**config.mk**
```make
export PLATFORM = sky130hd
export DESIGN_NAME = mips_block_decoder
export DESIGN_NICKNAME = d
export VERILOG_FILES = /design/src/design/mbd_pkg.sv /design/src/design/mips_block_decoder.sv
export SDC_FILE = /design/constraint.sdc
export NUM_CORES = 1
export LEC_CHECK = 0
export CAP_MARGIN = 20
export CORE_ASPECT_RATIO = 1.4
export CORE_MARGIN = 1.5
export CORE_UTILIZATION = 58
export CTS_CLUSTER_DIAMETER = 30
export DETAILED_ROUTE_END_ITERATION = 8
export DONT_BUFFER_PORTS = 1
export GPL_ROUTABILITY_DRIVEN = 0
export PLACE_DENSITY_LB_ADDON = 0.08
export REMOVE_ABC_BUFFERS = 1
export SETUP_SLACK_MARGIN = 0.1
export SLEW_MARGIN = 25
export SYNTH_ARGS = -nofsm -noshare
export SYNTH_HDL_FRONTEND = slang
export SYNTH_SLANG_ARGS = --single-unit
```
**constraint.sdc**
```tcl
create_clock -name clk_i -period 5.6 [get_ports clk_i]
set_input_delay 0.56 -clock clk_i [delete_from_list [all_inputs] [get_ports clk_i]]
set_output_delay 0.56 -clock clk_i [all_outputs]
set_load 0.02 [all_outputs]
```
**src/design/mbd_pkg.sv**
```systemverilog
// shared types, codes and the instruction decode function for the block decoder
`default_nettype none
package mbd_pkg;

  localparam int unsigned MaxBlockLen = 4096;
  localparam int unsigned IdxW = 12;

  localparam logic [5:0] FlagBranch = 6'h01;
  localparam logic [5:0] FlagDirect = 6'h02;
  localparam logic [5:0] FlagLikely = 6'h04;
  localparam logic [5:0] FlagSigned = 6'h08;
  localparam logic [5:0] FlagImm    = 6'h10;
  localparam logic [5:0] FlagBad    = 6'h20;

  localparam logic [5:0] OpSpecial = 6'h00;
  localparam logic [5:0] OpRegimm  = 6'h01;
  localparam logic [5:0] OpJ       = 6'h02;
  localparam logic [5:0] OpJal     = 6'h03;
  localparam logic [5:0] OpCop0    = 6'h10;
  localparam logic [5:0] OpCop1    = 6'h11;
  localparam logic [5:0] OpCop2    = 6'h12;
  localparam logic [5:0] OpMmi     = 6'h1c;

  localparam logic [5:0] FnDsll32 = 6'h3c;
  localparam logic [5:0] FnDsrl32 = 6'h3e;
  localparam logic [5:0] FnDsra32 = 6'h3f;

  typedef struct packed {
    logic [5:0] flags;
    logic [2:0] cond;
    logic [6:0] handler;
    logic [5:0] op_class;
  } dec_t;

  function automatic dec_t mk(input int c, input int h, input int cd, input logic [5:0] f);
    dec_t r;
    r.op_class = 6'(c);
    r.handler  = 7'(h);
    r.cond     = 3'(cd);
    r.flags    = f;
    return r;
  endfunction

  function automatic dec_t bad();
    return mk(0, 0, 0, FlagBad);
  endfunction

  function automatic dec_t dec_special(input logic [31:0] w);
    dec_t r;
    case (w[5:0])
      6'h00: r = mk((w == 32'd0) ? 0 : 6, 7, 0, 6'h00);
      6'h08: r = mk(7, 8, 0, FlagBranch);
      6'h0f: r = mk(0, 9, 0, 6'h00);
      6'h09: r = mk(8, 10, 0, FlagBranch);
      6'h03: r = mk(9, 11, 0, FlagImm);
      6'h21: r = mk(10, 12, 0, 6'h00);
      6'h2d: r = mk(11, 13, 0, 6'h00);
      6'h25: r = mk(12, 14, 0, 6'h00);
      6'h18: r = mk(13, 15, 0, FlagSigned);
      6'h1b: r = mk(14, 16, 0, 6'h00);
      6'h12: r = mk(15, 17, 0, 6'h00);
      6'h1a: r = mk(14, 18, 0, FlagSigned);
      6'h10: r = mk(16, 19, 0, 6'h00);
      6'h2b: r = mk(17, 20, 0, 6'h00);
      6'h23: r = mk(18, 21, 0, 6'h00);
      6'h0b: r = mk(19, 22, 2, 6'h00);
      6'h2a: r = mk(17, 23, 0, FlagSigned);
      6'h24: r = mk(20, 24, 0, 6'h00);
      6'h02: r = mk(21, 25, 0, FlagImm);
      6'h3c: r = mk(22, 26, 0, FlagImm);
      6'h3f: r = mk(23, 27, 0, FlagImm);
      6'h38: r = mk(22, 28, 0, FlagImm);
      6'h17: r = mk(23, 29, 0, 6'h00);
      6'h0a: r = mk(19, 30, 1, 6'h00);
      6'h14: r = mk(22, 31, 0, 6'h00);
      6'h04: r = mk(6, 32, 0, 6'h00);
      6'h07: r = mk(9, 33, 0, 6'h00);
      6'h27: r = mk(24, 34, 0, 6'h00);
      6'h3a: r = mk(25, 35, 0, FlagImm);
      6'h06: r = mk(21, 36, 0, 6'h00);
      6'h3e: r = mk(25, 37, 0, FlagImm);
      6'h0c: r = mk(26, 38, 0, FlagBranch | FlagDirect);
      6'h28: r = mk(27, 39, 0, 6'h00);
      6'h11: r = mk(28, 40, 0, 6'h00);
      6'h13: r = mk(29, 41, 0, 6'h00);
      6'h29: r = mk(30, 42, 0, 6'h00);
      6'h2f: r = mk(31, 43, 0, 6'h00);
      6'h26: r = mk(32, 44, 0, 6'h00);
      6'h19: r = mk(13, 45, 0, 6'h00);
      6'h3b: r = mk(23, 46, 0, FlagImm);
      6'h22: r = mk(18, 47, 0, FlagSigned);
      6'h20: r = mk(10, 48, 0, FlagSigned);
      6'h0d: r = mk(0, 0, 0, 6'h00);
      default: r = bad();
    endcase
    return r;
  endfunction

  function automatic dec_t dec_mmi(input logic [31:0] w);
    dec_t r;
    case (w[5:0])
      6'h20: r = mk(11, 49, 0, 6'h00);
      6'h00: r = mk(11, 50, 0, 6'h00);
      6'h1b: r = mk(14, 51, 0, 6'h00);
      6'h12: r = mk(15, 52, 0, 6'h00);
      6'h18: r = mk(33, 53, 0, 6'h00);
      6'h04: r = mk(33, 54, 0, 6'h00);
      6'h10: r = mk(33, 55, 0, 6'h00);
      6'h11: r = mk(33, 56, 0, 6'h00);
      6'h13: r = mk(33, 57, 0, 6'h00);
      6'h29: begin
        case (w[10:6])
          5'h12: r = mk(33, 58, 0, 6'h00);
          5'h1b: r = mk(33, 59, 0, 6'h00);
          5'h13: r = mk(33, 60, 0, 6'h00);
          5'h0e: r = mk(33, 61, 0, 6'h00);
          default: r = bad();
        endcase
      end
      6'h08: begin
        case (w[10:6])
          5'h09: r = mk(33, 62, 0, 6'h00);
          5'h01: r = mk(33, 63, 0, 6'h00);
          default: r = bad();
        endcase
      end
      6'h28: r = (w[10:6] == 5'h10) ? mk(33, 64, 0, 6'h00) : bad();
      default: r = bad();
    endcase
    return r;
  endfunction

  function automatic dec_t dec_cop0(input logic [31:0] w);
    dec_t r;
    case (w[25:21])
      5'h00: r = (w[2:0] == 3'd0) ? mk(1, 1, 0, 6'h00) : bad();
      5'h04: r = (w[2:0] == 3'd0) ? mk(2, 2, 0, 6'h00) : bad();
      5'h10: begin
        case (w[5:0])
          6'h02: r = mk(0, 3, 0, 6'h00);
          6'h39: r = mk(3, 4, 0, 6'h00);
          6'h18: r = mk(4, 5, 0, FlagBranch | FlagDirect);
          6'h38: r = mk(5, 6, 0, 6'h00);
          default: r = bad();
        endcase
      end
      default: r = bad();
    endcase
    return r;
  endfunction

  function automatic dec_t dec_regimm(input logic [31:0] w);
    dec_t r;
    case (w[20:16])
      5'h01: r = mk(35, 75, 3, FlagBranch);
      5'h00: r = mk(35, 76, 4, FlagBranch);
      5'h02: r = mk(39, 77, 4, FlagBranch | FlagLikely);
      5'h03: r = mk(39, 78, 3, FlagBranch | FlagLikely);
      default: r = bad();
    endcase
    return r;
  endfunction

  function automatic dec_t dec_word(input logic [31:0] w);
    dec_t r;
    case (w[31:26])
      OpSpecial: r = dec_special(w);
      OpCop0:    r = dec_cop0(w);
      OpCop1:    r = mk(0, 0, 0, 6'h00);
      OpCop2:    r = (w[25:21] inside {5'd1, 5'd2, 5'd5, 5'd6, [5'd16:5'd31]})
                     ? mk(0, 0, 0, 6'h00) : bad();
      OpMmi:     r = dec_mmi(w);
      OpRegimm:  r = dec_regimm(w);
      6'h2b: r = mk(34, 65, 0, 6'h00);
      6'h0a: r = mk(17, 66, 0, FlagImm | FlagSigned);
      6'h05: r = mk(35, 67, 2, FlagBranch);
      6'h0d: r = mk(12, 68, 0, FlagImm);
      6'h08: r = mk(10, 69, 0, FlagImm | FlagSigned);
      6'h1e: r = mk(36, 70, 0, 6'h00);
      6'h0f: r = mk(37, 71, 0, 6'h00);
      6'h09: r = mk(10, 72, 0, FlagImm);
      6'h3f: r = mk(38, 73, 0, 6'h00);
      OpJal: r = mk(8, 74, 0, FlagImm | FlagBranch);
      6'h0c: r = mk(20, 79, 0, FlagImm);
      6'h04: r = mk(35, 80, 1, FlagBranch);
      6'h14: r = mk(39, 81, 1, FlagBranch | FlagLikely);
      6'h0b: r = mk(17, 82, 0, FlagImm);
      6'h15: r = mk(39, 83, 2, FlagBranch | FlagLikely);
      6'h20: r = mk(40, 84, 0, FlagSigned);
      6'h39: r = mk(41, 85, 0, 6'h00);
      6'h24: r = mk(40, 86, 0, 6'h00);
      6'h37: r = mk(42, 87, 0, 6'h00);
      OpJ:   r = mk(7, 88, 0, FlagImm | FlagBranch);
      6'h23: r = mk(43, 89, 0, FlagSigned);
      6'h28: r = mk(44, 90, 0, 6'h00);
      6'h06: r = mk(35, 91, 5, FlagBranch);
      6'h07: r = mk(35, 92, 6, FlagBranch);
      6'h25: r = mk(45, 93, 0, 6'h00);
      6'h29: r = mk(46, 94, 0, 6'h00);
      6'h0e: r = mk(32, 95, 0, FlagImm);
      6'h19: r = mk(11, 96, 0, FlagImm);
      6'h1f: r = mk(47, 97, 0, 6'h00);
      6'h21: r = mk(45, 98, 0, FlagSigned);
      6'h2f: r = mk(0, 99, 0, 6'h00);
      6'h27: r = mk(43, 100, 0, 6'h00);
      6'h1a: r = mk(48, 101, 0, 6'h00);
      6'h1b: r = mk(49, 102, 0, 6'h00);
      6'h2c: r = mk(50, 103, 0, 6'h00);
      6'h2d: r = mk(51, 104, 0, 6'h00);
      6'h31: r = mk(52, 105, 0, 6'h00);
      6'h16: r = mk(39, 106, 5, FlagBranch | FlagLikely);
      6'h22: r = mk(53, 107, 0, 6'h00);
      6'h26: r = mk(54, 108, 0, 6'h00);
      6'h2a: r = mk(55, 109, 0, 6'h00);
      6'h2e: r = mk(56, 110, 0, 6'h00);
      default: r = bad();
    endcase
    return r;
  endfunction

endpackage
`default_nettype wire

```
**src/design/mips_block_decoder.sv**
```systemverilog
// top level: instruction decode with translation block tracking
//
// slave channel s_axis: one beat per instruction word with the block start
// address beside it; the address is used only on the first beat of a block.
// master channel m_axis: one beat per instruction with the decoded fields;
// m_axis_tlast marks the last instruction of the translation block.
// an accepted input beat passes through the input register, then the decode
// table and block update into the output buffer. one beat can be taken every
// cycle while s_axis_tready is high.
// the output buffer holds two beats; s_axis_tready is high while the input
// register and the buffer, less the beat leaving this cycle, hold at most one
// beat, so it follows m_axis_tready in the same cycle. a stalled receiver
// fills the buffer and then stops the input; no beat is lost or repeated.
// reset empties both registers and closes the block, so the next beat opens
// a new block at its start address.
`default_nettype none
module mips_block_decoder (
  input  wire logic        clk_i,
  input  wire logic        rst_ni,
  input  wire logic        s_axis_tvalid,
  output logic             s_axis_tready,
  // instr_word, block_pc
  input  wire logic [63:0] s_axis_tdata,
  output logic             m_axis_tvalid,
  input  wire logic        m_axis_tready,
  // instr_pc, op_class, handler_id, branch_cond, flag_bits, dest_reg, src_reg,
  // tgt_reg, shift_amount, imm_value, cycles_before (zero padded to 120 bits)
  output logic [119:0]     m_axis_tdata,
  output logic             m_axis_tlast
);

  logic        in_vld_q;
  logic [31:0] word_q;
  logic [31:0] bpc_q;
  logic        open_q;
  logic [31:0] start_q;
  logic [mbd_pkg::IdxW-1:0] idx_q;
  logic        lastbr_q;

  logic [1:0]   cnt_q;
  logic [112:0] dat_q [2];
  logic         lst_q [2];
  logic         rd_q;

  mbd_pkg::dec_t dec;
  logic [31:0] start_d;
  logic [mbd_pkg::IdxW-1:0] idx_use;
  logic        lastbr_use;
  logic [5:0]  shift;
  logic [25:0] imm;
  logic        fin;
  logic [112:0] res;
  logic        push, pop;
  logic [1:0]  occ;

  // beats held after this cycle's output beat leaves
  assign occ = cnt_q + {1'b0, in_vld_q} - {1'b0, pop};
  assign s_axis_tready = (occ <= 2'd1);
  assign push = in_vld_q;
  assign pop  = m_axis_tvalid && m_axis_tready;

  always_comb begin
    dec        = mbd_pkg::dec_word(word_q);
    start_d    = open_q ? start_q : bpc_q;
    idx_use    = open_q ? idx_q : '0;
    lastbr_use = open_q ? lastbr_q : 1'b0;
    shift      = {1'b0, word_q[10:6]};
    if (word_q[31:26] == mbd_pkg::OpSpecial &&
        (word_q[5:0] == mbd_pkg::FnDsll32 || word_q[5:0] == mbd_pkg::FnDsrl32 ||
         word_q[5:0] == mbd_pkg::FnDsra32)) begin
      shift = shift + 6'd32;
    end
    imm = (word_q[31:26] == mbd_pkg::OpJ || word_q[31:26] == mbd_pkg::OpJal)
          ? word_q[25:0] : {10'd0, word_q[15:0]};
    fin = ((dec.flags & mbd_pkg::FlagBad) != 6'd0)
       || (idx_use != '0 && (lastbr_use || (dec.flags & mbd_pkg::FlagDirect) != 6'd0))
       || (idx_use == mbd_pkg::IdxW'(mbd_pkg::MaxBlockLen - 1));
    res = {idx_use, imm, shift, word_q[20:16], word_q[25:21], word_q[15:11],
           dec.flags, dec.cond, dec.handler, dec.op_class,
           start_d + {18'd0, idx_use, 2'b00}};
  end

  always_ff @(posedge clk_i or negedge rst_ni) begin
    if (!rst_ni) begin
      in_vld_q <= 1'b0;
      open_q   <= 1'b0;
      idx_q    <= '0;
      lastbr_q <= 1'b0;
      start_q  <= '0;
      cnt_q    <= 2'd0;
      rd_q     <= 1'b0;
    end else begin
      in_vld_q <= s_axis_tvalid && s_axis_tready;
      if (push) begin
        start_q <= start_d;
        if (fin) begin
          open_q   <= 1'b0;
          idx_q    <= '0;
          lastbr_q <= 1'b0;
        end else begin
          open_q   <= 1'b1;
          idx_q    <= idx_use + mbd_pkg::IdxW'(1);
          lastbr_q <= (dec.flags & mbd_pkg::FlagBranch) != 6'd0;
        end
      end
      if (pop) rd_q <= ~rd_q;
      cnt_q <= cnt_q + {1'b0, push} - {1'b0, pop};
    end
  end

  always_ff @(posedge clk_i) begin
    if (s_axis_tvalid && s_axis_tready) begin
      word_q <= s_axis_tdata[31:0];
      bpc_q  <= s_axis_tdata[63:32];
    end
    if (push) begin
      dat_q[rd_q ^ cnt_q[0]] <= res;
      lst_q[rd_q ^ cnt_q[0]] <= fin;
    end
  end

  assign m_axis_tvalid = cnt_q != 2'd0;
  assign m_axis_tdata  = {7'd0, dat_q[rd_q]};
  assign m_axis_tlast  = lst_q[rd_q];

endmodule
`default_nettype wire

```
---- After elaboration in Yosys (flattened, before gate mapping) ----
Memories as Yosys holds them, arrays and structs flattened.
Index checks and enable logic that the tools add are counted.
storage, ports and cells
  bits in registers ....................... 114
  memory bits (writable) .................. 228
  input port bits ......................... 68
  output and inout port bits .............. 123
  logic and storage cells ................. 171
  memories ................................ 2
operators by class
  add/subtract/negate cells ............... 5
  order comparisons ....................... 3
  eq/ne operators ......................... 107
  muxes and demuxes ....................... 23
  bitwise gates (word level) .............. 2
  reductions and logical operators ........ 20
memories
  memory  depth  width  read ports  clocked after Yosys merged registers in  wr ports  RTL line                  text
  dat_q   2      113    1           0                                        1         mips_block_decoder.sv:41  logic [112:0] dat_q [2];
  lst_q   2      1      1           0                                        1         mips_block_decoder.sv:42  logic lst_q [2];
operators by type and width
  kind                     number
  $pmux W22 S48            1
  $pmux W22 S43            1
  $pmux W22 S12            1
  $pmux W22 S4             3
  $eq A6 B6 Y1 const B     41
  $eq A6 B5 Y1 const B     22
  $eq A6 B4 Y1 const B     15
  $mux W22                 4
  $pmux W22 S3             1
  $pmux W22 S2             1
  $eq A6 B3 Y1 const B     7
  $add A32 B14 Y32         1
  $logic_not A32 Y1        1
  $mux W32                 1
  $mux W26                 1
  $eq A5 B5 Y1 const B     5
  $eq A6 B2 Y1 const B     4
  $mux W12                 2
  $eq A5 B1 Y1 const B     3
  $eq A5 B2 Y1 const B     3
  $eq A5 B3 Y1 const B     3
  $add A12 B1 Y12 const B  1
  $eq A12 B12 Y1 const B   1
  $logic_not A6 Y1         2
  20 further kinds         35

---- Longest topological paths before layout ----
Gate-level depths: netlist of run 1.
  word-level depth ........................ 10
  depth in mapped cells ................... 16

---- Worst setup path after synthesis of run 1 ----
Ideal clock, no wire load.
  path type ............................... register to register
  from .................................... register rd_q
  to ...................................... memory dat_q[1][0], enable pin
  library setup time ...................... 0.568 ns
  arrival ................................. 5.273 ns
  required time ........................... 5.032 ns
  path slack .............................. -0.240 ns
  stages on the path, launching flop included .. 5
  period minus slack after synthesis ...... 5.840 ns
  cell sequence ........................... dfrtp_1 clkbuf_1 clkbuf_1 xnor2_1 nor2_1
between the ends
  cells in the longest elaborated chain, start to end .. 1
ends and longest elaborated chain
  element                 RTL line                   text
  start, declared         mips_block_decoder.sv:43   logic rd_q;
  start signal, assigned  mips_block_decoder.sv:106  if (pop) rd_q <= ~rd_q;
  $xor A1 B1 Y1           mips_block_decoder.sv:117  dat_q[rd_q ^ cnt_q[0]] <= res;
  end, declared           mips_block_decoder.sv:41
Every way passes these cells.

---- Worst setup path in the final report of run 1 ----
  from .................................... register open_q
  to ...................................... memory dat_q[0][16] (data pin)
between the ends
  cells in the longest elaborated chain, start to end .. 2
  elaborated cells between the ends (all ways) .. 3
ends and longest elaborated chain
  element                 RTL line                   text
  start, declared         mips_block_decoder.sv:35   logic open_q;
  start signal, assigned  mips_block_decoder.sv:86   open_q <= 1'b0;
  start signal, assigned  mips_block_decoder.sv:97   open_q <= 1'b0;
  start signal, assigned  mips_block_decoder.sv:101  open_q <= 1'b1;
  $mux W12                mips_block_decoder.sv:65   idx_use = open_q ? idx_q : '0;
  via idx_use, one bit    mips_block_decoder.sv:47   logic [mbd_pkg::IdxW-1:0] idx_use;
  $add A32 B14 Y32        mips_block_decoder.sv:80   start_d + {18'd0, idx_use, 2'b00}};
  via res[16]             mips_block_decoder.sv:52   logic [112:0] res;
The timed path passes the listed nets, and every way through them passes these cells.

==> results of run 1 <==
## per-layer routing
metal | global-route usage [%] | vias up | share of wire, %
met3 | 5.92 | 149 | 7.0
met5 | 0 | - | 0.065
met4 | 14.5 | 4 | 5.2
met1 | 31.6 | 5534 | 37
li1 | - | 5338 | -
met2 | 45.7 | 508 | 51
## logic make-up (layout without fill, tap and decap cells)
group                    Yosys count  count (layout)  share of synthesized area (%)
XOR/XNOR                          36              36                           1.89
multiplexers                     156             156                           10.3
adder cells (fa/ha/maj)           17              17                           1.32
other                              1               9                         0.0224
AND/OR/NAND/NOR                  424             424                           12.9
buffers and inverters            142             133                           3.80
flip-flops                       322             322                           56.4
AO/OA/AOI/OAI                    335             335                           13.4
## repair_timing
item / 4_1_cts / 5_1_grt
gates resized for setup: 0 / 0
hold buffers: 2 / 0
endpoints found under the hold margin: 50 / 0
## worst max-delay path: cells and delay by family (launching register included)
| kind | cells | cell delay [ps] |
|---|---|---|
| AOI/OAI and AO/OA | 6 | 1560 |
| DFF | 1 | 650 |
| buffers and inverters | 1 | 610 |
| and+or+nand+nor | 2 | 490 |
| adders and majority gates | 1 | 340 |
## placed cells by master (no fill, tap or decap), types with 8 or more instances in the layout
master | Yosys | final
nor4_1 | 12 | 12
nand3b_1 | 8 | 8
mux2_2 | 134 | 134
o31ai_1 | 11 | 11
a32oi_1 | 9 | 9
clkbuf_16 | 0 | 46
and2_1 | 28 | 26
a211oi_1 | 12 | 12
o211ai_1 | 12 | 12
nand3_1 | 31 | 31
edfxtp_1 | 272 | 272
a22oi_1 | 8 | 8
nand2b_1 | 16 | 16
xor2_1 | 19 | 19
nand2_1 | 89 | 89
o32ai_1 | 9 | 9
o22ai_1 | 14 | 14
mux2i_1 | 22 | 22
nor2_1 | 122 | 121
nor2b_1 | 35 | 35
a21oi_1 | 80 | 80
nand4_1 | 16 | 16
xnor2_1 | 17 | 17
nor3_1 | 21 | 21
o21ai_0 | 77 | 77
inv_1 | 21 | 21
buf_4 | 18 | 19
dfrtp_1 | 50 | 48
ha_1 | 16 | 16
and3_1 | 10 | 10
a31oi_1 | 9 | 9
## sequential cells by signal, summed over array words and instances, names as in the netlist, 2 cells and up
| register | count |
|---|---|
| start_q | 32 |
| bpc_q | 32 |
| cnt_q | 2 |
| idx_q | 12 |
| lst_q | 2 |
| word_q | 32 |
| dat_q | 206 |
## report_power, final
part           internal, uW  switching, uW  total, uW
clock                  1810           1100       2920
sequential             3890            520       4410
combinational          1580           3280       4860
## path summary, 6_finish.rpt
| check | to | cells past startpoint | slack [ps] |
|---|---|---|---|
| hold / removal | word_q[10] | 0 | 90 |
| max in group asynchronous | open_q | 2 | 4800 |
| setup / recovery | dat_q[0][16] | 10 | 1770 |
| setup reg to reg | dat_q[0][16] | 10 | 1770 |
| hold reg to reg | dat_q[0][88] | 0 | 490 |
| min in group asynchronous | start_q[27] | 2 | 500 |
## cell type report
class / instances / share of cell area, %
sequential: 322 / 51.0
multi-input combinational: 975 / 36.2
clock buffer: 55 / 6.52
tap: 375 / 2.54
clock inverter: 29 / 2.10
timing repair buffer: 22 / 1.08
inverter: 27 / 0.548
antenna: 2 / 0.0271
## through the flow
step / setup slack, ps / hold slack, ps / TNS (ps)
floorplan: -2030 / 264 / -215530
global placement: 1820 / 266 / 0
detailed placement: 1760 / 266 / 0
CTS: 1780 / 70.5 / 0
global route: 1420 / 71.0 / 0
finish: 1770 / 93.4 / 0
==> results.md, run 1 <==
- The flow ran to the end, and the final reports show no timing, DRC or antenna violations.
- Ranked by instance count, the synthesized netlist is headed by edfxtp_1 (272), mux2_2 (134), nor2_1 (122).
- The number of iterations in the first detailed-routing pass is 6.
- The tree built by TritonCTS fans out to 322 sinks.
- Once the clock tree was built, the setup fixing pass inserted 0 buffers.
- The level count of the clock H-tree is 2.
- The launch instance of the worst min-delay path is s_axis_tdata[10].
- The floorplan core area is 0.0284 mm2.
- The number of primary I/O pins is 191.
- The die is 146 um wide.
- For the worst setup path, the data arrival time is 4200 ps.
- In this run the static leakage power is 0.00644 uW.
- The DRC violation count after routing is 0.
- The initial utilization of the core area, before any placement, comes to 58.8%.
- In this run, synthesis inferred 272 flip-flops with an integrated enable.
- The TritonCTS clock tree is done.
- The via count of the first global-routing pass is 11,200.
- The number of failing hold endpoints at the final stage is 0.
- In this run the cell area measured after placement is 0.0169 mm2.
- After detailed routing, the average wire length per cell comes to 22.0 um.
- The total power draw is 12,200 uW.
- The routed layout has 11,500 vias.
- The synthesized design contains 322 register bits.
- The detailed-placement wirelength estimate is 26.2 mm.
- The biggest area consumer among synthesized cells is edfxtp_1.
- The first routing iteration left 1,046 violations.
- The unique cell type count in the Yosys netlist is 86.
- The post-detailed-route via-to-cell ratio is 6.38.
- Counting flops with an async set or reset pin after synthesis yields a share of 15.5%.
- Max-cap violations in this run came to 0.
- The netlist area before placement is 0.0167 mm2.
- During synthesis, Yosys emitted a total of 0 warnings.
- The register area share after synthesis is 56.4%.
- The cell with the most instances after synthesis is edfxtp_1.
- CTS placed an instance of clkbuf_16 at the clock tree root.
- The minimum clock period after layout is 3830 ps.
- The slowest library cell on the worst path is dfrtp_2.
- In this run the core area contains 73 standard-cell rows.
- Setup repair after global routing left no endpoint under its margin.
- The setup clock skew after layout is 22.1 ps.
- The worst register-to-register path begins at open_q.
- Walking the worst path, the cells encountered are clkinv_1 -> nor2_1 -> ha_1 -> a41oi_1 -> o21ai_0 -> a21oi_1 -> nand2_1 -> a311oi_1 -> o22ai_1 -> a211oi_1.
- The post-route fraction of the period consumed by the critical path is 68.4%.
- The power density over cell area is 659 mW/mm2.
- The critical path is of the flop to flop type.
- The most used flip-flop cell after synthesis is edfxtp_1.
- The quantity of I/O buffers inserted on ports is 0.
- The post-layout utilization of the core is 65.1%.
- The synthesis-to-finish area growth is 10.6%.
- The startpoint type of the worst setup path is a flop.
- Data on the critical path is required at its endpoint by 5970 ps.
- Synthesis produced 1,433 cells.
- In this run the mean area of a mapped cell was 11.7 um2.
- The count of final setup violators is 0.
- The achievable clock frequency is 261 MHz.
- At the end of the flow, the number of nets in the layout was 1,478.
- By area the synthesized netlist is led by edfxtp_1 (49%), mux2_2 (9.0%), dfrtp_1 (7.5%).
- The count of cells in the finished layout, fillers not included, comes to 1,807.
- The initial antenna violation count came to 4.
- Fill cells in the final layout number 2,169.
- The post-detailed-route count of antenna-violating nets is 0.
- In the global route stage, overall resource usage came out at 26.8%.
- IR analysis of the VDD net gives a maximum drop of 0.000788 V.
- The insertion delay of the later-clocked pin in the worst-skew pair is 560 ps.
- The die span in y is 204 um.
- The total placed cells including tap cells is 1,719.
- Summed over all layers, the global routing overflow is 0.
- The share of synthesized area in the top cell type comes to 48.9%.
- The kind of capture point of the worst setup path is a flop.
- The total routed wirelength is 39.7 mm.
- The worst min-delay path category is primary input to flop.
- The worst-case clock buffer depth is 3.
- The multi-input combinational cell area is 0.00670 mm2.
- After clock tree synthesis, the clock-pin slew on the worst setup and hold paths is 60 ps.
- In this run, CTS created clock tree buffers numbering 45.
- Across the whole layout, storage elements account for 0.00942 mm2.
- The die covers 0.0299 mm2.
- The max-slew violation total from the final report is 0.
- The actual slew at the worst max-slew pin is 1020 ps.
- The post-route netlist has 17.7% of its cells at a drive strength greater than 1.
- The pin count of the biggest net entering global routing is 90.
- In this run the worst path has a maximum fanout of 21.
- The worst pin sits at a relative slew slack of 31.1%.
- The first global-routing pass estimated 62.2 mm of wire.
- The post-route standard cell area excluding fillers is 0.0185 mm2.
- The largest stage delay on the critical path is 650 ps.
- The launching element of the worst setup path is open_q.
Note: power is estimated with default switching activity, not from simulation.
==> run 2: changes to the inputs <==
Settings changed: CORE_UTILIZATION 58 to 64.
Clock period 5.6 ns to 4 ns, I/O delays scaled along.
==> run 2 against run 1 <==
  * The run now ends with design-rule violations left
  * First-iteration DRC count fell by 8.9%
  * Register-to-register slack got worse by 1400 ps
  * Non-clock buffer count rose by 78
==> results.md, run 2 (synthesized netlist as in run 1, its figures left out) <==
- The worst path required time is 4350 ps (-1620 ps).
- The setup clock skew after layout is 22.2 ps (+0.177 ps).
- The slowest stage of the critical path belongs to the cell dfrtp_2.
- The post-detailed-route count of antenna-violating nets came to 0 (unchanged).
- The floorplan core area is 0.0256 mm2 (-10%).
- The peak supply drop was 0.000878 V (+11%).
- The flow ran to the end, but the final reports show violations.
- The worst slack at placement was 433 ps (-1320 ps).
- The CTS buffer count is 42 (-6.7%).
- The actual slew at the worst max-slew pin is 967 ps (-57.1 ps).
- The kind of cell with the highest combined delay along the critical path is compound AO/OA/AOI/OAI gates.
- The post-route fraction of the period consumed by the critical path is 90.8% (+22 points).
- The flip-flop count of the largest register, all copies and words added was 206 (unchanged).
- The switching part of the total is 40.8% (+0.60 points).
- Compared with the post-synthesis result, the final layout area differs by 13.8%.
- The arrival time at the worst endpoint was 3980 ps (-220 ps).
- The setup fix buffers added after clock tree synthesis is 0 (unchanged).
- The number of iterations in the first detailed-routing pass is 9 (+3).
- The worst setup path is launched from a flop.
- The final reports fail on design-rule violations.
- The maximum fanout count along the critical path came to 19 (-9.5%).
- The switching component of the power is 6930 uW (+41%).
- The setup TNS was 0 ps (unchanged).
- The achievable clock frequency is 275 MHz (+5.5%).
- The post-layout utilization of the core is 74.5% (+9.4 points).
- The combinational share of power is 41.6% (+1.7 points).
- The count of hold buffers inserted by post-cts repair is 66 (+64).
- The power density over cell area is 893 mW/mm2 (+35%).
- The total congestion overflow is 0 (unchanged).
- The critical path is of the flop to flop type.
- The slack of the critical path is 370 ps (-1400 ps).
- CTS placed an instance of clkbuf_16 at the clock tree root.
- The post-route non-filler standard cell count is 1,821 (+0.77%).
- The post-cts sizing count came to 0 (unchanged).
- The post-layout net count is 1,553 (+5.1%).
- The total routed wirelength came to 41.1 mm (+3.5%).
- The mean routed wirelength per cell is 22.6 um (+2.7%).
- Setup repair after global routing left no endpoint under its margin.
- The width of the chip was 140 um (-4.7%).
- The pin count of the biggest net entering global routing was 62 (-31%).
- The clock transition at the registers of the reported paths is 60 ps (about the same).
- The initial antenna violation count is 1 (-3).
- The total number of cells along the worst setup path is 10 (unchanged).
- The minimum clock period after layout is 3630 ps (-201 ps).
- The leakage power figure is 0.00670 uW (+4.1%).
- The area of the die is 0.0271 mm2 (-9.2%).
- The proportion of power drawn by the clock network is 22.1% (-1.8 points).
- The die span in y is 194 um (-4.7%).
- The DRC violation count after routing is 2 (+2).
- The total of max-cap violations is 0 (unchanged).
- Walking the worst path, the cells encountered are buf_4 -> mux2_2 -> ha_1 -> a41oi_1 -> o21ai_0 -> a21oi_1 -> nand2_1 -> a311oi_1 -> o22ai_1 -> a211oi_1.
- The initial DRC count is 953 (-8.9%).
- The post-detailed-route via-to-cell ratio was 6.62 (+3.7%).
- The insertion delay of the later-clocked pin in the worst-skew pair is 550 ps (about the same).
- The number of cell rows is 69 (-5.5%).
- The sink count of the clock tree came to 322 (unchanged).
- The most critical setup path has its startpoint at open_q.
- In this run the worst hold path is classified as primary input to flop.
- The total placed cells including tap cells is 1,677 (-2.4%).
- The endpoint identified for the worst register-to-register timing path is dat_q[1][16].
- The largest stage delay on the critical path came to 610 ps (-40 ps).
- The worst slew margin relative to its limit is 33.9% (+2.8 points).
- The startpoint identified for the worst register-to-register timing path is open_q.
- The max-slew violation total from the final report was 0 (unchanged).
- The cell depth of the worst flop-to-flop path was 10 (unchanged).
- The global router's overall resource usage is 30.6% (+3.8 points).
- The via count of the first global-routing pass was 11,800 (+5.4%).
- The worst setup slack for register-to-register paths is 370 ps (-1400 ps).
- The capture point of the critical path is dat_q[1][16].
- The detailed-placement wirelength estimate is 26.7 mm (+2.0%).
- The TritonCTS clock tree is done.
- The count of final setup violators is 0 (unchanged).
- Leaving out fill and tap cells, the most frequent cell in the layout is edfxtp_1.
- The combined buffer and inverter count along the critical path is 1 (unchanged).
- The number of primary I/O pins is 191 (unchanged).
- The number of failing hold endpoints at the final stage was 0 (unchanged).
- The level count of the clock H-tree is 2 (unchanged).
- The global-route wire length before repair was 64.6 mm (+3.9%).
- The fraction of final layout cells with drive strength greater than 1 is 17.5% (-0.24 points).
- The via total after detailed routing is 12,100 (+4.6%).
- The starting density of the core is 65.4% (+6.6 points).
- The internal power came to 10,100 uW (+38%).
- The quantity of I/O buffers inserted on ports was 0 (unchanged).
- The kind of capture point of the worst setup path is a flop.
- In the layout the commonest cells are edfxtp_1 (272), mux2_2 (134), nor2_1 (121).
- The part of the power in registers is 36.3% (about the same).
- The worst-case clock buffer depth is 3 (unchanged).
==> run 2: changes by cell type in the layout (fill, tap and decap cells not counted), sizes merged <==
cell         change
clkbuf           -9
buf             +14
bufinv           -1
diode            -1
clkinv           +2
clkinvlp         +1
dlygate4sd3     +64
==> run 2: routing by layer <==
layer  global-route usage, %  up-vias  share of wire (%)
met5                       0        -                  0
met4                    15.6        0                5.3
met3                    6.35      155                7.6
met2                    54.3      619                 52
met1                    34.9     5781                 35
li1                        -     5503                  -
==> run 2: how the worst min path moves through the flow <==
| stage | start | endpoint | slack (ps) | cells past startpoint |
|---|---|---|---|---|
| after floorplan | rst_ni | cnt_q[0] | 100 | 0 |
| after global placement | rst_ni | start_q[30] | 110 | 0 |
| after detailed placement | rst_ni | start_q[30] | 110 | 0 |
| after CTS | m_axis_tready | rd_q | 120 | 2 |
| after global routing | m_axis_tready | rd_q | 150 | 2 |
| final | m_axis_tready | rd_q | 150 | 2 |
==> run 2: power by group through the flow <==
stage	combinational [uW]	clock (uW)	sequential [uW]
after CTS	6960	3810	6150
after floorplan	4780	0	6500
after global placement	6750	0	6130
final	7060	3750	6170
after global routing	7570	3940	6310
after detailed placement	6850	0	6210
==> run 2: area by class of cell <==
| type | count | area, um2 |
|---|---|---|
| clock inverters | 31 | 364 |
| repair buffers | 100 | 958 |
| fillers | 1722 | 6530 |
| inverters | 27 | 101 |
| well taps | 319 | 399 |
| multi-input cells | 975 | 6700 |
| flip-flops and latches | 322 | 9420 |
| diodes | 1 | 2.50 |
| clock buffers | 46 | 1080 |
==> run 2: per-stage QoR <==
stage	hold slack (ps)	cell area (um2)	power [uW]
2_1_floorplan	104	16200	11300
3_3_place_gp	106	16900	12900
3_5_place_dp	106	16900	13100
4_1_cts	124	19000	16900
5_1_grt	152	19000	17800
6_report	150	19000	17000
==> run 3: changes to the inputs <==
--- a/config.mk
+++ b/config.mk
@@ -16,5 +16,5 @@
 export PLACE_DENSITY_LB_ADDON = 0.08
 export REMOVE_ABC_BUFFERS = 1
-export SETUP_SLACK_MARGIN = 0.1
+export SETUP_SLACK_MARGIN = 0.02
 export SLEW_MARGIN = 25
 export SYNTH_ARGS = -nofsm -noshare
==> constraint.sdc (replaced) <==
create_clock -name clk_i -period 4 [get_ports clk_i]
set_input_delay 0.6 -clock clk_i [delete_from_list [all_inputs] [get_ports clk_i]]
set_output_delay 0.6 -clock clk_i [all_outputs]
set_load 0.02 [all_outputs]
==> run 3 against run 2 <==
  * The flow still finishes with violations (design-rule violations)
  * Via count fell by 2.5%
  * Global-route usage down 1.2 points
  * Hold slack better by 15 ps
  * Wire length decreased by 3.2%
  * Final cell count shrank 4.0%
  * Non-clock buffer count fell by 67
  * Largest cell class unchanged
  * Largest power group unchanged
  * Clock power is 7.7% lower
  * Highest routed layer is now met5
  * Fmax down 0.76%
  * Setup slack lost 28 ps
==> results.md, run 3 (synthesized netlist as in run 1, its figures left out) <==
- The checks that failed: design-rule violations.
- The arrival time at the worst endpoint is 3970 ps (about the same).
- The worst path required time is 4310 ps (-40 ps).
- The clock root buffer is clkbuf_16.
- The total routed wirelength is 39.8 mm (-3.2%).
- The setup fix buffers added after clock tree synthesis is 0 (unchanged).
- The path class of the tightest hold or removal check is primary input to flop.
- The most critical setup path has its endpoint at dat_q[1][16].
- The floorplan core area was 0.0256 mm2 (unchanged).
- The worst hold slack was 165 ps (+15.3 ps).
- The startpoint type of the worst setup path is a flop.
- The level count of the clock H-tree is 2 (unchanged).
- The number of iterations in the first detailed-routing pass is 8 (-1).
- The startpoint identified for the worst register-to-register timing path is open_q.
- The max-slew violation total from the final report is 0 (unchanged).
- The most common cell after layout, fill and taps aside is edfxtp_1.
- The kind of capture point of the worst setup path is a flop.
- The quantity of I/O buffers inserted on ports is 0 (unchanged).
- The worst-case clock buffer depth is 3 (unchanged).
- The die span in y was 194 um (unchanged).
- The filler cell count came to 1,849 (+7.4%).
- The worst setup slack for register-to-register paths is 340 ps (-30 ps).
- The maximum fanout count along the critical path is 29 (+10).
- The post-route fraction of the period consumed by the critical path is 91.4% (+0.69 points).
- The setup clock skew after layout is 14.6 ps (-7.59 ps).
- The peak supply drop is 0.000993 V (+13%).
- The sink count of the clock tree is 322 (unchanged).
- The post-detailed-route via-to-cell ratio is 6.72 (+1.6%).
- The initial DRC count was 1,041 (+9.2%).
- The global-route wire length before repair is 62.5 mm (-3.4%).
- The count of final setup violators is 0 (unchanged).
- The starting density of the core is 65.4% (unchanged).
- The area of the die came to 0.0271 mm2 (unchanged).
- The DRC violation count after routing is 2 (unchanged).
- In this run the worst setup path begins at open_q.
- The achievable clock frequency is 273 MHz (-0.76%).
- The clock transition at the registers of the reported paths is 60 ps (about the same).
- The post-detailed-route count of antenna-violating nets is 0 (unchanged).
- The leakage power figure is 0.00636 uW (-5.1%).
- The initial antenna violation count was 5 (+4).
- The number of failing hold endpoints at the final stage is 0 (unchanged).
- The flip-flop count of the largest register, all copies and words added is 206 (unchanged).
- The total of max-cap violations is 0 (unchanged).
- The CTS buffer count was 39 (-7.1%).
- In the layout the commonest cells are edfxtp_1 (272), mux2_2 (134), nor2_1 (121).
- The via count of the first global-routing pass is 11,300 (-4.4%).
- The power density over cell area is 911 mW/mm2 (+2.1%).
- The total congestion overflow is 0 (unchanged).
- The number of primary I/O pins is 191 (unchanged).
- The worst slew margin relative to its limit is 29.0% (-4.9 points).
- The number of cell rows is 69 (unchanged).
- The worst register-to-register path ends at dat_q[1][16].
- TritonCTS built the clock tree.
- The minimum clock period after layout is 3660 ps (+27.6 ps).
- The cell depth of the worst flop-to-flop path is 11 (+1).
- The pin count of the biggest net entering global routing is 95 (+53%).
- The mean routed wirelength per cell is 22.8 um (+0.80%).
- The width of the chip is 140 um (unchanged).
- The insertion delay of the later-clocked pin in the worst-skew pair is 520 ps (-30 ps).
- The global router's overall resource usage is 29.5% (-1.2 points).
- The actual slew at the worst max-slew pin is 1040 ps (+71.1 ps).
- The classification of the worst setup path is flop to flop.
- The run finished, with violations left.
- The post-layout utilization of the core came to 71.4% (-3.1 points).
- The via total after detailed routing is 11,800 (-2.5%).
- The fraction of final layout cells with drive strength greater than 1 was 17.8% (+0.34 points).
- Setup repair after global routing left no endpoint under its margin.
- Compared with the post-synthesis result, the final layout area differs by 9.11%.
- The detailed-placement wirelength estimate is 26.4 mm (-1.0%).
- The post-layout net count is 1,483 (-4.5%).
==> run 3: cell types whose count changed in the layout (fill, tap and decap cells not counted), sizes merged <==
cell and change:
dlygate4sd3 -64, buf -3, inv -2, diode +2, clkbuf -4, clkinv -1
==> run 3: what timing repair did <==
action,4_1_cts,5_1_grt
hold buffers,2,0
setup endpoints to repair,0,2
endpoints found under the hold margin,50,0
gates resized for setup,0,1
==> run 3: metrics by stage <==
| stage | power, uW | worst slack, ps | std cells | instance area, um2 | TNS [ps] |
|---|---|---|---|---|---|
| after floorplan | 11300 | -3630 | 1324 | 16200 | -554940 |
| after global placement | 12900 | 470 | 1674 | 16900 | 0 |
| after detailed placement | 13100 | 328 | 1674 | 16900 | 0 |
| after CTS | 16600 | 294 | 1746 | 18200 | 0 |
| after global routing | 17400 | 121 | 1749 | 18200 | 0 |
| final | 16600 | 342 | 1749 | 18200 | 0 |
==> run 3: layout make-up <==
class	count	area [um2]	share of cell area [%]
flip-flops and latches	322	9430	51.7
multi-input cells	975	6700	36.7
clock buffers	42	997	5.47
well taps	319	399	2.19
repair buffers	33	320	1.76
clock inverters	28	289	1.58
inverters	27	101	0.556
diodes	3	7.51	0.0412
==> run 3: worst min-delay path by stage <==
stage,endpoint,start,slack (ps),cells past startpoint
finish,word_q[18],s_axis_tdata[18],160,0
global route,word_q[16],s_axis_tdata[16],140,0
floorplan,cnt_q[0],rst_ni,300,0
global placement,start_q[31],rst_ni,310,0
CTS,word_q[20],s_axis_tdata[20],150,0
detailed placement,start_q[31],rst_ni,310,0
==> run 3: critical path, stage by stage, from the launching register on <==
cell	delay [ps]
dfrtp_4	660
mux2_2	410
ha_1	220
inv_1	70
fa_1	210
nor2b_1	80
o31a_1	280
o21ai_1	270
nand2_1	160
a311oi_1	590
o22ai_1	130
a211oi_1	360
==> run 3: where the power goes <==
group / internal, uW / switching, uW
registers: 5450 / 775
clock network: 2090 / 1370
logic: 2300 / 4630
==> run 3: metal layers <==
layer	routed length (um)	vias up	global-route usage (%)
met1	14500	5649	34.9
met2	20400	617	51.1
li1	-	5344	-
met3	2990	148	6.17
met5	21	-	0
met4	1980	4	14.4
